[src/hdl/fimc_pkg.sv]
`default_nettype none

package fimc_pkg;

    // fixed point format of every mass
    localparam int FRAC_BITS  = 24;
    localparam int MZ_W       = 14 + FRAC_BITS;
    localparam int NUM_W      = MZ_W + 1;

    // charge handling
    localparam int MAX_CHARGE = 8;
    localparam int CHG_IN_W   = 4;
    localparam int CHG_W      = $clog2(MAX_CHARGE + 1);

    // register widths
    localparam int OFF_W      = 30;
    localparam int SMALL_W    = 26;
    localparam int CFG_W      = 30;
    localparam int CFG_IDX_W  = 3;
    localparam int PROD_W     = CHG_W + SMALL_W;

    // register indexes
    localparam logic [CFG_IDX_W-1:0] REG_CO       = 3'd0;
    localparam logic [CFG_IDX_W-1:0] REG_NH3      = 3'd1;
    localparam logic [CFG_IDX_W-1:0] REG_CO_M_H2  = 3'd2;
    localparam logic [CFG_IDX_W-1:0] REG_NH2      = 3'd3;
    localparam logic [CFG_IDX_W-1:0] REG_PROTON   = 3'd4;
    localparam logic [CFG_IDX_W-1:0] REG_HYDROGEN = 3'd5;

    // register reset values
    localparam logic [OFF_W-1:0]   RST_CO       = 30'd469676729;
    localparam logic [OFF_W-1:0]   RST_NH3      = 30'd285658090;
    localparam logic [OFF_W-1:0]   RST_CO_M_H2  = 30'd435859732;
    localparam logic [OFF_W-1:0]   RST_NH2      = 30'd268749595;
    localparam logic [SMALL_W-1:0] RST_PROTON   = 26'd16899296;
    localparam logic [SMALL_W-1:0] RST_HYDROGEN = 26'd16908499;

    // ion series codes
    localparam int OP_W = 3;
    localparam logic [OP_W-1:0] OP_B  = 3'd0;
    localparam logic [OP_W-1:0] OP_Y  = 3'd1;
    localparam logic [OP_W-1:0] OP_A  = 3'd2;
    localparam logic [OP_W-1:0] OP_C  = 3'd3;
    localparam logic [OP_W-1:0] OP_X  = 3'd4;
    localparam logic [OP_W-1:0] OP_Z  = 3'd5;
    localparam logic [OP_W-1:0] OP_Z1 = 3'd6;

    // queue between front and back
    localparam int QDEPTH = 4;
    localparam int QPTR_W = $clog2(QDEPTH);
    localparam int QCNT_W = $clog2(QDEPTH + 1);

    // pipelined divider by charge
    localparam int DIV_BPS    = 4;
    localparam int DIV_STAGES = (NUM_W + DIV_BPS - 1) / DIV_BPS;
    localparam int DVD_W      = DIV_STAGES * DIV_BPS;

    typedef struct packed {
        logic [OFF_W-1:0]   co;
        logic [OFF_W-1:0]   nh3;
        logic [OFF_W-1:0]   co_m_h2;
        logic [OFF_W-1:0]   nh2;
        logic [SMALL_W-1:0] proton;
        logic [SMALL_W-1:0] hydrogen;
    } cfg_t;

    // one classified item waiting for the back end
    typedef struct packed {
        logic [MZ_W-1:0]   mass;
        logic [PROD_W-1:0] padd;
        logic [CHG_W-1:0]  chg;
    } qent_t;

endpackage

`default_nettype wire

[src/hdl/fimc_front.sv]
`default_nettype none

module fimc_front (
    input  wire logic                           clk,
    input  wire logic                           rst_n,
    input  wire logic                           start,
    output logic                                busy,
    input  wire logic [fimc_pkg::OP_W-1:0]      op,
    input  wire logic [fimc_pkg::MZ_W-1:0]      prefix_mass,
    input  wire logic [fimc_pkg::MZ_W-1:0]      suffix_mass,
    input  wire logic [fimc_pkg::CHG_IN_W-1:0]  charge,
    input  wire fimc_pkg::cfg_t                 cfg,
    input  wire logic [fimc_pkg::QCNT_W-1:0]    q_cnt,
    output logic                                push,
    output fimc_pkg::qent_t                     push_data
);

    localparam int CW = fimc_pkg::MZ_W + 1;

    logic                          accept;
    logic [fimc_pkg::MZ_W-1:0]     base;
    logic [fimc_pkg::OFF_W-1:0]    off;
    logic                          is_sub;
    logic [CW-1:0]                 sum;
    logic [CW-1:0]                 diff;
    logic [fimc_pkg::MZ_W-1:0]     mass1;
    logic [31:0]                   chg_wide;
    logic [fimc_pkg::CHG_W-1:0]    chg1;
    logic [fimc_pkg::PROD_W-1:0]   prod1;
    logic [CW-1:0]                 hsum;
    logic [fimc_pkg::MZ_W-1:0]     mass2;
    logic [fimc_pkg::QCNT_W+1:0]   credit;

    logic                          v1_reg;
    logic                          add_h_reg;
    fimc_pkg::qent_t               s1_reg;
    fimc_pkg::qent_t               s1_next;
    logic                          v2_reg;
    fimc_pkg::qent_t               s2_reg;
    fimc_pkg::qent_t               s2_next;

    // hold off new beats while the queue could not take everything in flight
    assign credit = {2'b00, q_cnt} + (fimc_pkg::QCNT_W + 2)'(v1_reg)
                  + (fimc_pkg::QCNT_W + 2)'(v2_reg);
    assign busy   = (credit >= (fimc_pkg::QCNT_W + 2)'(fimc_pkg::QDEPTH));
    assign accept = start && !busy;

    // series decode: which mass, which offset, add or subtract
    always_comb
    begin
        base   = suffix_mass;
        off    = '0;
        is_sub = 1'b0;
        unique case (op)
            fimc_pkg::OP_B:
            begin
                base = prefix_mass;
            end
            fimc_pkg::OP_Y:
            begin
                base = suffix_mass;
            end
            fimc_pkg::OP_A:
            begin
                base   = prefix_mass;
                off    = cfg.co;
                is_sub = 1'b1;
            end
            fimc_pkg::OP_C:
            begin
                base = prefix_mass;
                off  = cfg.nh3;
            end
            fimc_pkg::OP_X:
            begin
                off = cfg.co_m_h2;
            end
            fimc_pkg::OP_Z, fimc_pkg::OP_Z1:
            begin
                off    = cfg.nh2;
                is_sub = 1'b1;
            end
            default:
            begin
                base = '0;
            end
        endcase
    end

    // offset with clamp at zero and saturation at full scale
    assign sum  = {1'b0, base} + CW'(off);
    assign diff = {1'b0, base} - CW'(off);

    always_comb
    begin
        if (is_sub)
        begin
            mass1 = diff[CW-1] ? '0 : diff[fimc_pkg::MZ_W-1:0];
        end
        else
        begin
            mass1 = sum[CW-1] ? '1 : sum[fimc_pkg::MZ_W-1:0];
        end
    end

    // charge clamp: zero counts as one, top limited to the maximum
    always_comb
    begin
        chg_wide = 32'(charge);
        if (chg_wide == 32'd0)
        begin
            chg_wide = 32'd1;
        end
        else if (chg_wide > 32'(fimc_pkg::MAX_CHARGE))
        begin
            chg_wide = 32'(fimc_pkg::MAX_CHARGE);
        end
    end

    assign chg1  = chg_wide[fimc_pkg::CHG_W-1:0];
    assign prod1 = fimc_pkg::PROD_W'((chg1 - fimc_pkg::CHG_W'(1)) * cfg.proton);

    always_comb
    begin
        s1_next.mass = mass1;
        s1_next.padd = prod1;
        s1_next.chg  = chg1;
    end

    // second stage: hydrogen for the z+1 series
    assign hsum = {1'b0, s1_reg.mass} + CW'(cfg.hydrogen);
    assign mass2 = add_h_reg ? (hsum[CW-1] ? '1 : hsum[fimc_pkg::MZ_W-1:0])
                             : s1_reg.mass;

    always_comb
    begin
        s2_next      = s1_reg;
        s2_next.mass = mass2;
    end

    // stage valids
    always_ff @(posedge clk or negedge rst_n)
    begin
        if (!rst_n)
        begin
            v1_reg <= 1'b0;
            v2_reg <= 1'b0;
        end
        else
        begin
            v1_reg <= accept;
            v2_reg <= v1_reg;
        end
    end

    // stage payload
    always_ff @(posedge clk)
    begin
        s1_reg    <= s1_next;
        add_h_reg <= (op == fimc_pkg::OP_Z1);
        s2_reg    <= s2_next;
    end

    assign push      = v2_reg;
    assign push_data = s2_reg;

endmodule

`default_nettype wire

[src/hdl/fimc_queue.sv]
`default_nettype none

module fimc_queue (
    input  wire logic                         clk,
    input  wire logic                         rst_n,
    input  wire logic                         push,
    input  wire fimc_pkg::qent_t              push_data,
    input  wire logic                         pop,
    output logic                              head_vld,
    output fimc_pkg::qent_t                   head,
    output logic [fimc_pkg::QCNT_W-1:0]       cnt
);

    fimc_pkg::qent_t                   mem_reg [fimc_pkg::QDEPTH];
    logic [fimc_pkg::QPTR_W-1:0]       wr_ptr_reg;
    logic [fimc_pkg::QPTR_W-1:0]       wr_ptr_next;
    logic [fimc_pkg::QPTR_W-1:0]       rd_ptr_reg;
    logic [fimc_pkg::QPTR_W-1:0]       rd_ptr_next;
    logic [fimc_pkg::QCNT_W-1:0]       cnt_reg;
    logic [fimc_pkg::QCNT_W-1:0]       cnt_next;
    logic                              do_pop;

    assign do_pop   = pop && (cnt_reg != '0);
    assign head_vld = (cnt_reg != '0);
    assign head     = mem_reg[rd_ptr_reg];
    assign cnt      = cnt_reg;

    // pointer and fill count update
    always_comb
    begin
        wr_ptr_next = wr_ptr_reg;
        rd_ptr_next = rd_ptr_reg;
        if (push)
        begin
            wr_ptr_next = (wr_ptr_reg == fimc_pkg::QPTR_W'(fimc_pkg::QDEPTH - 1))
                        ? '0 : wr_ptr_reg + 1'b1;
        end
        if (do_pop)
        begin
            rd_ptr_next = (rd_ptr_reg == fimc_pkg::QPTR_W'(fimc_pkg::QDEPTH - 1))
                        ? '0 : rd_ptr_reg + 1'b1;
        end
        cnt_next = cnt_reg + fimc_pkg::QCNT_W'(push) - fimc_pkg::QCNT_W'(do_pop);
    end

    always_ff @(posedge clk or negedge rst_n)
    begin
        if (!rst_n)
        begin
            wr_ptr_reg <= '0;
            rd_ptr_reg <= '0;
            cnt_reg    <= '0;
        end
        else
        begin
            wr_ptr_reg <= wr_ptr_next;
            rd_ptr_reg <= rd_ptr_next;
            cnt_reg    <= cnt_next;
        end
    end

    // entry storage
    always_ff @(posedge clk)
    begin
        if (push)
        begin
            mem_reg[wr_ptr_reg] <= push_data;
        end
    end

endmodule

`default_nettype wire

[src/hdl/fimc_back.sv]
`default_nettype none

module fimc_back (
    input  wire logic                       clk,
    input  wire logic                       rst_n,
    input  wire logic                       head_vld,
    input  wire fimc_pkg::qent_t            head,
    output logic                            pop,
    output logic                            done,
    output logic [fimc_pkg::MZ_W-1:0]       ion_mz
);

    typedef struct packed {
        logic [fimc_pkg::CHG_W-1:0] rem;
        logic [fimc_pkg::DVD_W-1:0] dvd;
        logic [fimc_pkg::DVD_W-1:0] quo;
        logic [fimc_pkg::CHG_W-1:0] dvs;
    } div_t;

    // DIV_BPS restoring steps of the divide by charge
    function automatic div_t div_step(input div_t s);
        div_t                       o;
        logic [fimc_pkg::CHG_W:0]   r;
        o = s;
        for (int i = 0; i < fimc_pkg::DIV_BPS; i++)
        begin
            r     = {o.rem, o.dvd[fimc_pkg::DVD_W-1]};
            o.dvd = {o.dvd[fimc_pkg::DVD_W-2:0], 1'b0};
            if (r >= {1'b0, o.dvs})
            begin
                r     = r - {1'b0, o.dvs};
                o.quo = {o.quo[fimc_pkg::DVD_W-2:0], 1'b1};
            end
            else
            begin
                o.quo = {o.quo[fimc_pkg::DVD_W-2:0], 1'b0};
            end
            o.rem = r[fimc_pkg::CHG_W-1:0];
        end
        return o;
    endfunction

    logic [fimc_pkg::NUM_W-1:0]        num;
    div_t                              ld;
    div_t                              st_reg  [fimc_pkg::DIV_STAGES+1];
    logic [fimc_pkg::DIV_STAGES:0]     vld_reg;
    logic [fimc_pkg::DVD_W-1:0]        q;
    logic [fimc_pkg::MZ_W-1:0]         mz_next;
    logic                              done_reg;
    logic [fimc_pkg::MZ_W-1:0]         mz_reg;

    // the back end never stalls, so the head is taken as soon as it shows
    assign pop = head_vld;

    // numerator: mass plus the extra protons
    assign num = {1'b0, head.mass} + fimc_pkg::NUM_W'(head.padd);

    always_comb
    begin
        ld.rem = '0;
        ld.dvd = fimc_pkg::DVD_W'(num);
        ld.quo = '0;
        ld.dvs = head.chg;
    end

    // divider pipeline, one group of quotient bits per stage
    always_ff @(posedge clk)
    begin
        st_reg[0] <= ld;
        for (int k = 0; k < fimc_pkg::DIV_STAGES; k++)
        begin
            st_reg[k+1] <= div_step(st_reg[k]);
        end
    end

    always_ff @(posedge clk or negedge rst_n)
    begin
        if (!rst_n)
        begin
            vld_reg  <= '0;
            done_reg <= 1'b0;
        end
        else
        begin
            vld_reg  <= {vld_reg[fimc_pkg::DIV_STAGES-1:0], head_vld};
            done_reg <= vld_reg[fimc_pkg::DIV_STAGES];
        end
    end

    // saturate the quotient into the result range
    assign q       = st_reg[fimc_pkg::DIV_STAGES].quo;
    assign mz_next = (|q[fimc_pkg::DVD_W-1:fimc_pkg::MZ_W]) ? '1 : q[fimc_pkg::MZ_W-1:0];

    always_ff @(posedge clk)
    begin
        mz_reg <= mz_next;
    end

    assign done   = done_reg;
    assign ion_mz = mz_reg;

endmodule

`default_nettype wire

[src/hdl/fragment_ion_mass_calc.sv]
// throughput: one beat per cycle while busy is low; the front end and the
// 10-stage divider pipeline each take a new beat every cycle, the queue between
// them refills each cycle
// the receiver cannot stall; done is high for exactly one cycle per result
// reset (rst_n low, asynchronous) empties the pipeline and queue and loads
// the offset and mass registers with their default values
`default_nettype none

module fragment_ion_mass_calc (
    input  wire logic                             clk,
    input  wire logic                             rst_n,
    input  wire logic                             start,
    output logic                                  busy,
    input  wire logic [fimc_pkg::OP_W-1:0]        op,
    input  wire logic [fimc_pkg::MZ_W-1:0]        prefix_mass,
    input  wire logic [fimc_pkg::MZ_W-1:0]        suffix_mass,
    input  wire logic [fimc_pkg::CHG_IN_W-1:0]    charge,
    output logic                                  done,
    output logic [fimc_pkg::MZ_W-1:0]             ion_mz,
    input  wire logic                             cfg_we,
    input  wire logic [fimc_pkg::CFG_IDX_W-1:0]   cfg_index,
    input  wire logic [fimc_pkg::CFG_W-1:0]       cfg_data
);

    fimc_pkg::cfg_t                    cfg_reg;
    fimc_pkg::cfg_t                    cfg_next;
    logic                              push;
    fimc_pkg::qent_t                   push_data;
    logic                              pop;
    logic                              head_vld;
    fimc_pkg::qent_t                   head;
    logic [fimc_pkg::QCNT_W-1:0]       q_cnt;

    // register writes; unknown indexes are dropped
    always_comb
    begin
        cfg_next = cfg_reg;
        if (cfg_we)
        begin
            unique case (cfg_index)
                fimc_pkg::REG_CO:       cfg_next.co       = cfg_data;
                fimc_pkg::REG_NH3:      cfg_next.nh3      = cfg_data;
                fimc_pkg::REG_CO_M_H2:  cfg_next.co_m_h2  = cfg_data;
                fimc_pkg::REG_NH2:      cfg_next.nh2      = cfg_data;
                fimc_pkg::REG_PROTON:   cfg_next.proton   = cfg_data[fimc_pkg::SMALL_W-1:0];
                fimc_pkg::REG_HYDROGEN: cfg_next.hydrogen = cfg_data[fimc_pkg::SMALL_W-1:0];
                default:                cfg_next          = cfg_reg;
            endcase
        end
    end

    always_ff @(posedge clk or negedge rst_n)
    begin
        if (!rst_n)
        begin
            cfg_reg.co       <= fimc_pkg::RST_CO;
            cfg_reg.nh3      <= fimc_pkg::RST_NH3;
            cfg_reg.co_m_h2  <= fimc_pkg::RST_CO_M_H2;
            cfg_reg.nh2      <= fimc_pkg::RST_NH2;
            cfg_reg.proton   <= fimc_pkg::RST_PROTON;
            cfg_reg.hydrogen <= fimc_pkg::RST_HYDROGEN;
        end
        else
        begin
            cfg_reg <= cfg_next;
        end
    end

    // front end: take beats, pick mass and offset, work out proton term
    fimc_front u_front (
        .clk         (clk),
        .rst_n       (rst_n),
        .start       (start),
        .busy        (busy),
        .op          (op),
        .prefix_mass (prefix_mass),
        .suffix_mass (suffix_mass),
        .charge      (charge),
        .cfg         (cfg_reg),
        .q_cnt       (q_cnt),
        .push        (push),
        .push_data   (push_data)
    );

    // short queue between front and back
    fimc_queue u_queue (
        .clk       (clk),
        .rst_n     (rst_n),
        .push      (push),
        .push_data (push_data),
        .pop       (pop),
        .head_vld  (head_vld),
        .head      (head),
        .cnt       (q_cnt)
    );

    // back end: numerator and divide by charge
    fimc_back u_back (
        .clk      (clk),
        .rst_n    (rst_n),
        .head_vld (head_vld),
        .head     (head),
        .pop      (pop),
        .done     (done),
        .ion_mz   (ion_mz)
    );

    // the queue is never written while full
    a_no_overflow : assert property (@(posedge clk) disable iff (!rst_n)
        !(push && q_cnt == fimc_pkg::QCNT_W'(fimc_pkg::QDEPTH)))
        else $error("queue written while full");

    // an accepted beat reaches the queue after passing the front end stage registers
    a_front_latency : assert property (@(posedge clk) disable iff (!rst_n)
        (start && !busy) |-> ##2 push)
        else $error("front end lost a beat");

    // every beat pushed into the queue comes out as a result on done
    a_back_latency : assert property (@(posedge clk) disable iff (!rst_n)
        push |-> ##13 done)
        else $error("back end lost a beat");

endmodule

`default_nettype wire
[config.mk]
export PLATFORM = sky130hd
export DESIGN_NAME = fragment_ion_mass_calc
export DESIGN_NICKNAME = d
export VERILOG_FILES = /design/src/hdl/fimc_pkg.sv /design/src/hdl/fimc_front.sv /design/src/hdl/fimc_queue.sv /design/src/hdl/fimc_back.sv /design/src/hdl/fragment_ion_mass_calc.sv
export SDC_FILE = /design/constraint.sdc
export NUM_CORES = 2
export LEC_CHECK = 0
export ABC_AREA = 1
export BUFFER_PORTS_ARGS = -buffer_cell sky130_fd_sc_hd__buf_2
export CAP_MARGIN = 20
export CORE_MARGIN = 2
export CORE_UTILIZATION = 60
export DETAILED_ROUTE_END_ITERATION = 12
export PLACE_DENSITY = 0.88
export SLEW_MARGIN = 25
export SYNTH_ARGS = -nofsm -noshare
export SYNTH_HDL_FRONTEND = slang
export SYNTH_SLANG_ARGS = --single-unit
[constraint.sdc]
create_clock -name clk -period 7.06 [get_ports clk]
set_clock_uncertainty 0.1 [all_clocks]
set_input_delay 1.412 -clock clk [delete_from_list [all_inputs] [get_ports clk]]
set_output_delay 1.412 -clock clk [all_outputs]
set_load 0.05 [all_outputs]
==> flow_summary_export.csv <==
group,metric,value,unit
floorplan,rows,113,
cts,cts.clk_slew.worst_paths,0.06,ns
yosys,yosysTopAreaCell,"dfxtp_1",
route,dr_total_vias,43990,
timing,post-route-period-util,0.9615,
floorplan,die_w,314.0,um
critical_path,critical_path.startpoint,"charge[2]",
critical_path,critPathLaunchType,"input port",
hold_path,hp-class,"flop to flop",
final_layout,final_util,0.6782,
route,dr.pass1.iters,6,
final_layout,nets,7287,
cts,cts_htree_levels,3,
final_layout,drive_gt1_frac,0.1020,
timing,drv_slew,0,
yosys,ys_types,63,
timing,fin_hold_ws,0.2218,ns
route,post_drt_wl_per_cell,18.17,um
cts,post_cts_buffers,0,
timing,final.setup.tns,0,ns
timing,max_slew_margin,0.3085,
yosys,ys_seq_elements,1179,
yosys,synth_area_per_cell,9.261,um^2
timing,fmax,147.3,MHz
timing,fin_crit,6.788,ns
placed_design,dpl.hpwl,105000,um
final_layout,area_delta_synth_final,11.95,%
grt,grt_start_max_net_pins,141,
critical_path,cp_common_cell,"nand2_1",
floorplan,core,95150,um^2
critical_path,cp_max_fo,10,
grt,track_usage,0.2929,
placed_design,dpl.cell_count,7696,
cts,cts_sinks,1179,
hold_path,min_path_cells,0,
critical_path,end_kind,"flop",
critical_path,cp.arrival,7.26,ns
floorplan,io_pins,160,
outcome,outcome,"finished, final reports clean",
cts,numCtsBuffers,107,
route,drc,0,
yosys,synth.top_cell.area_share,0.2424,
placed_design,port_buffers,159,
floorplan,die_h,314.0,um
cts,cts_tree,"done",
yosys,syn_area,57650,um^2
critical_path,cp_slowest_cell,"fa_1",
critical_path,critPathMaxStageDelay,0.56,ns
yosys,yosysWarnings,0,
yosys,async_flop_share,0.1637,
route,vias_per_cell,5.567,
floorplan,initial_core_util,0.6059,
yosys,synthCells,6225,
cts,cts_root_buf,"clkbuf_16",
grt,antenna_found_initial,8,
final_layout,final_cell_count_no_fill,7902,
cts,clock_latency,0.68,ns
placed_design,gp_congestion,0.9812,
yosys,synth_flop_cell,"dfxtp_1",
floorplan,dieArea,98580,um^2
route,finalWirelength,143600,um
critical_path,reg2reg_from,"u_back.st_reg[7][1]$_DFF_P_",
grt,gr-total-overflow,0,
critical_path,reg2reg_depth,31,
route,drtIter0Drc,3736,
critical_path,crit_required,7.53,ns
timing,finalHoldViolCount,0,
critical_path,worstSetupPathType,"input port to flop",
yosys,synth-edff-count,288,
cts,clk_path_buf_depth,3,
grt,grt_pass1_vias,44420,
hold_path,hp-start,"u_back.st_reg[3][60]$_DFF_P_",
yosys,synth_area_leaders,"dfxtp_1 (24%), edfxtp_1 (15%), ha_1 (8.4%)",
timing,final-setup-viol-count,0,
route,antenna_left,0,
grt,grt_first_pass_wirelength,229900,um
final_layout,largest_reg_flops,515,
timing,worst_slew_pin_slew,1.037,ns
flow_run,maxCapViolations,0,
yosys,seq_area_frac_synth,0.4779,
synth_stat cells, drive strengths merged, types with 16 or more instances:
cell,instances
dfstp,77
o21ai,504
fa,241
o21bai,20
nand3,329
or2,16
dfrtp,116
o21a,19
nor3,65
a21oi,249
nand4,58
ha,386
nor2,528
nand2,1186
o22ai,70
clkbuf,109
inv,883
a22o,16
xor2,113
xnor2,73
buf,38
edfxtp,288
a221oi,17
dfxtp,698
a21o,23
critical path: cells and delay by family:
kind,cells,cell delay (ns)
xor+xnor,1,0.17
buf+inv,8,0.63
simple gates,8,0.90
compound gates,5,0.93
fa+ha+maj,9,3.21
cells by family (layout without fill, tap and decap cells):
group | after synthesis | in the layout | synth area share
adders and majority gates | 627 | 627 | 0.1675
AOI/OAI and AO/OA | 982 | 982 | 0.09543
other | 2 | 84 | 0.0001303
and+or+nand+nor | 2217 | 2217 | 0.1625
xor gates and xnor gates | 186 | 186 | 0.02826
buffers and inverters | 1032 | 1362 | 0.06837
DFF | 1179 | 1179 | 0.4779
cell usage in the layout (no fill, tap or decap), drive strengths merged, types with 4 or more instances in the layout:
master,instances
nand2,1186
inv,894
dfxtp,698
nor2,528
o21ai,504
ha,386
nand3,329
edfxtp,288
buf,273
a21oi,249
fa,241
clkbuf,145
dfrtp,116
xor2,113
conb,82
dfstp,77
xnor2,73
o22ai,70
nor3,65
nand4,58
clkinv,38
a21o,23
o21bai,20
o21a,19
a221oi,17
a22o,16
or2,16
a22oi,15
nor4,13
a21boi,12
nand3b,11
a31oi,11
bufinv,9
o211ai,8
a211oi,6
a32oi,5
and3,4
stage by stage:
step                      cell area [um^2]  worst slack (ns)
after global placement               60740           -0.2782
after floorplan                      58090         -0.008590
after detailed placement             60740           -0.5252
final                                64540            0.2715
after CTS                            64460            0.2125
after global routing                 64530          -0.01436
routing by layer:
metal	global-route usage	up-vias	routed length, um	part of all wire
li1	-	20810	-	-
met4	0.1171	8	6334	0.044
met3	0.04196	406	9825	0.068
met5	0	-	54	0.00038
met2	0.5049	1800	69710	0.49
met1	0.3726	20960	57670	0.40
area by class of cell:
type	count	area [um^2]
Clock buffer	145	3054
Inverter	885	3326
Sequential cell	1179	27550
Multi-Input combinational cell	4094	26670
Tap cell	1265	1583
Timing Repair Buffer	273	1674
Antenna cell	2	5.005
Fill cell	6872	30620
Clock inverter	59	668.1
worst paths after layout:
| path | endpoint | slack, ns |
|---|---|---|
| max | u_front.s1_reg[21]$_DFF_P_ | 0.27 |
| min | u_back.st_reg[4][64]$_DFF_P_ | 0.22 |
| max reg2reg | u_back.st_reg[8][84]$_DFF_P_ | 0.39 |
| min reg2reg | u_back.st_reg[4][64]$_DFF_P_ | 0.22 |
| max in group asynchronous | cfg_reg[58]$_DFFE_PN0P_ | 4.90 |
| min in group asynchronous | cfg_reg[48]$_DFFE_PN0P_ | 0.62 |
timing repair:
action,CTS,global route
setup endpoints to repair,0,14
resized for setup,0,13
hold buffers,0,0
hold endpoints to repair,0,0
Power is left out: the tool's default activity adds up to more than one toggle a clock period on the data nets, which glitch-free logic cannot reach.
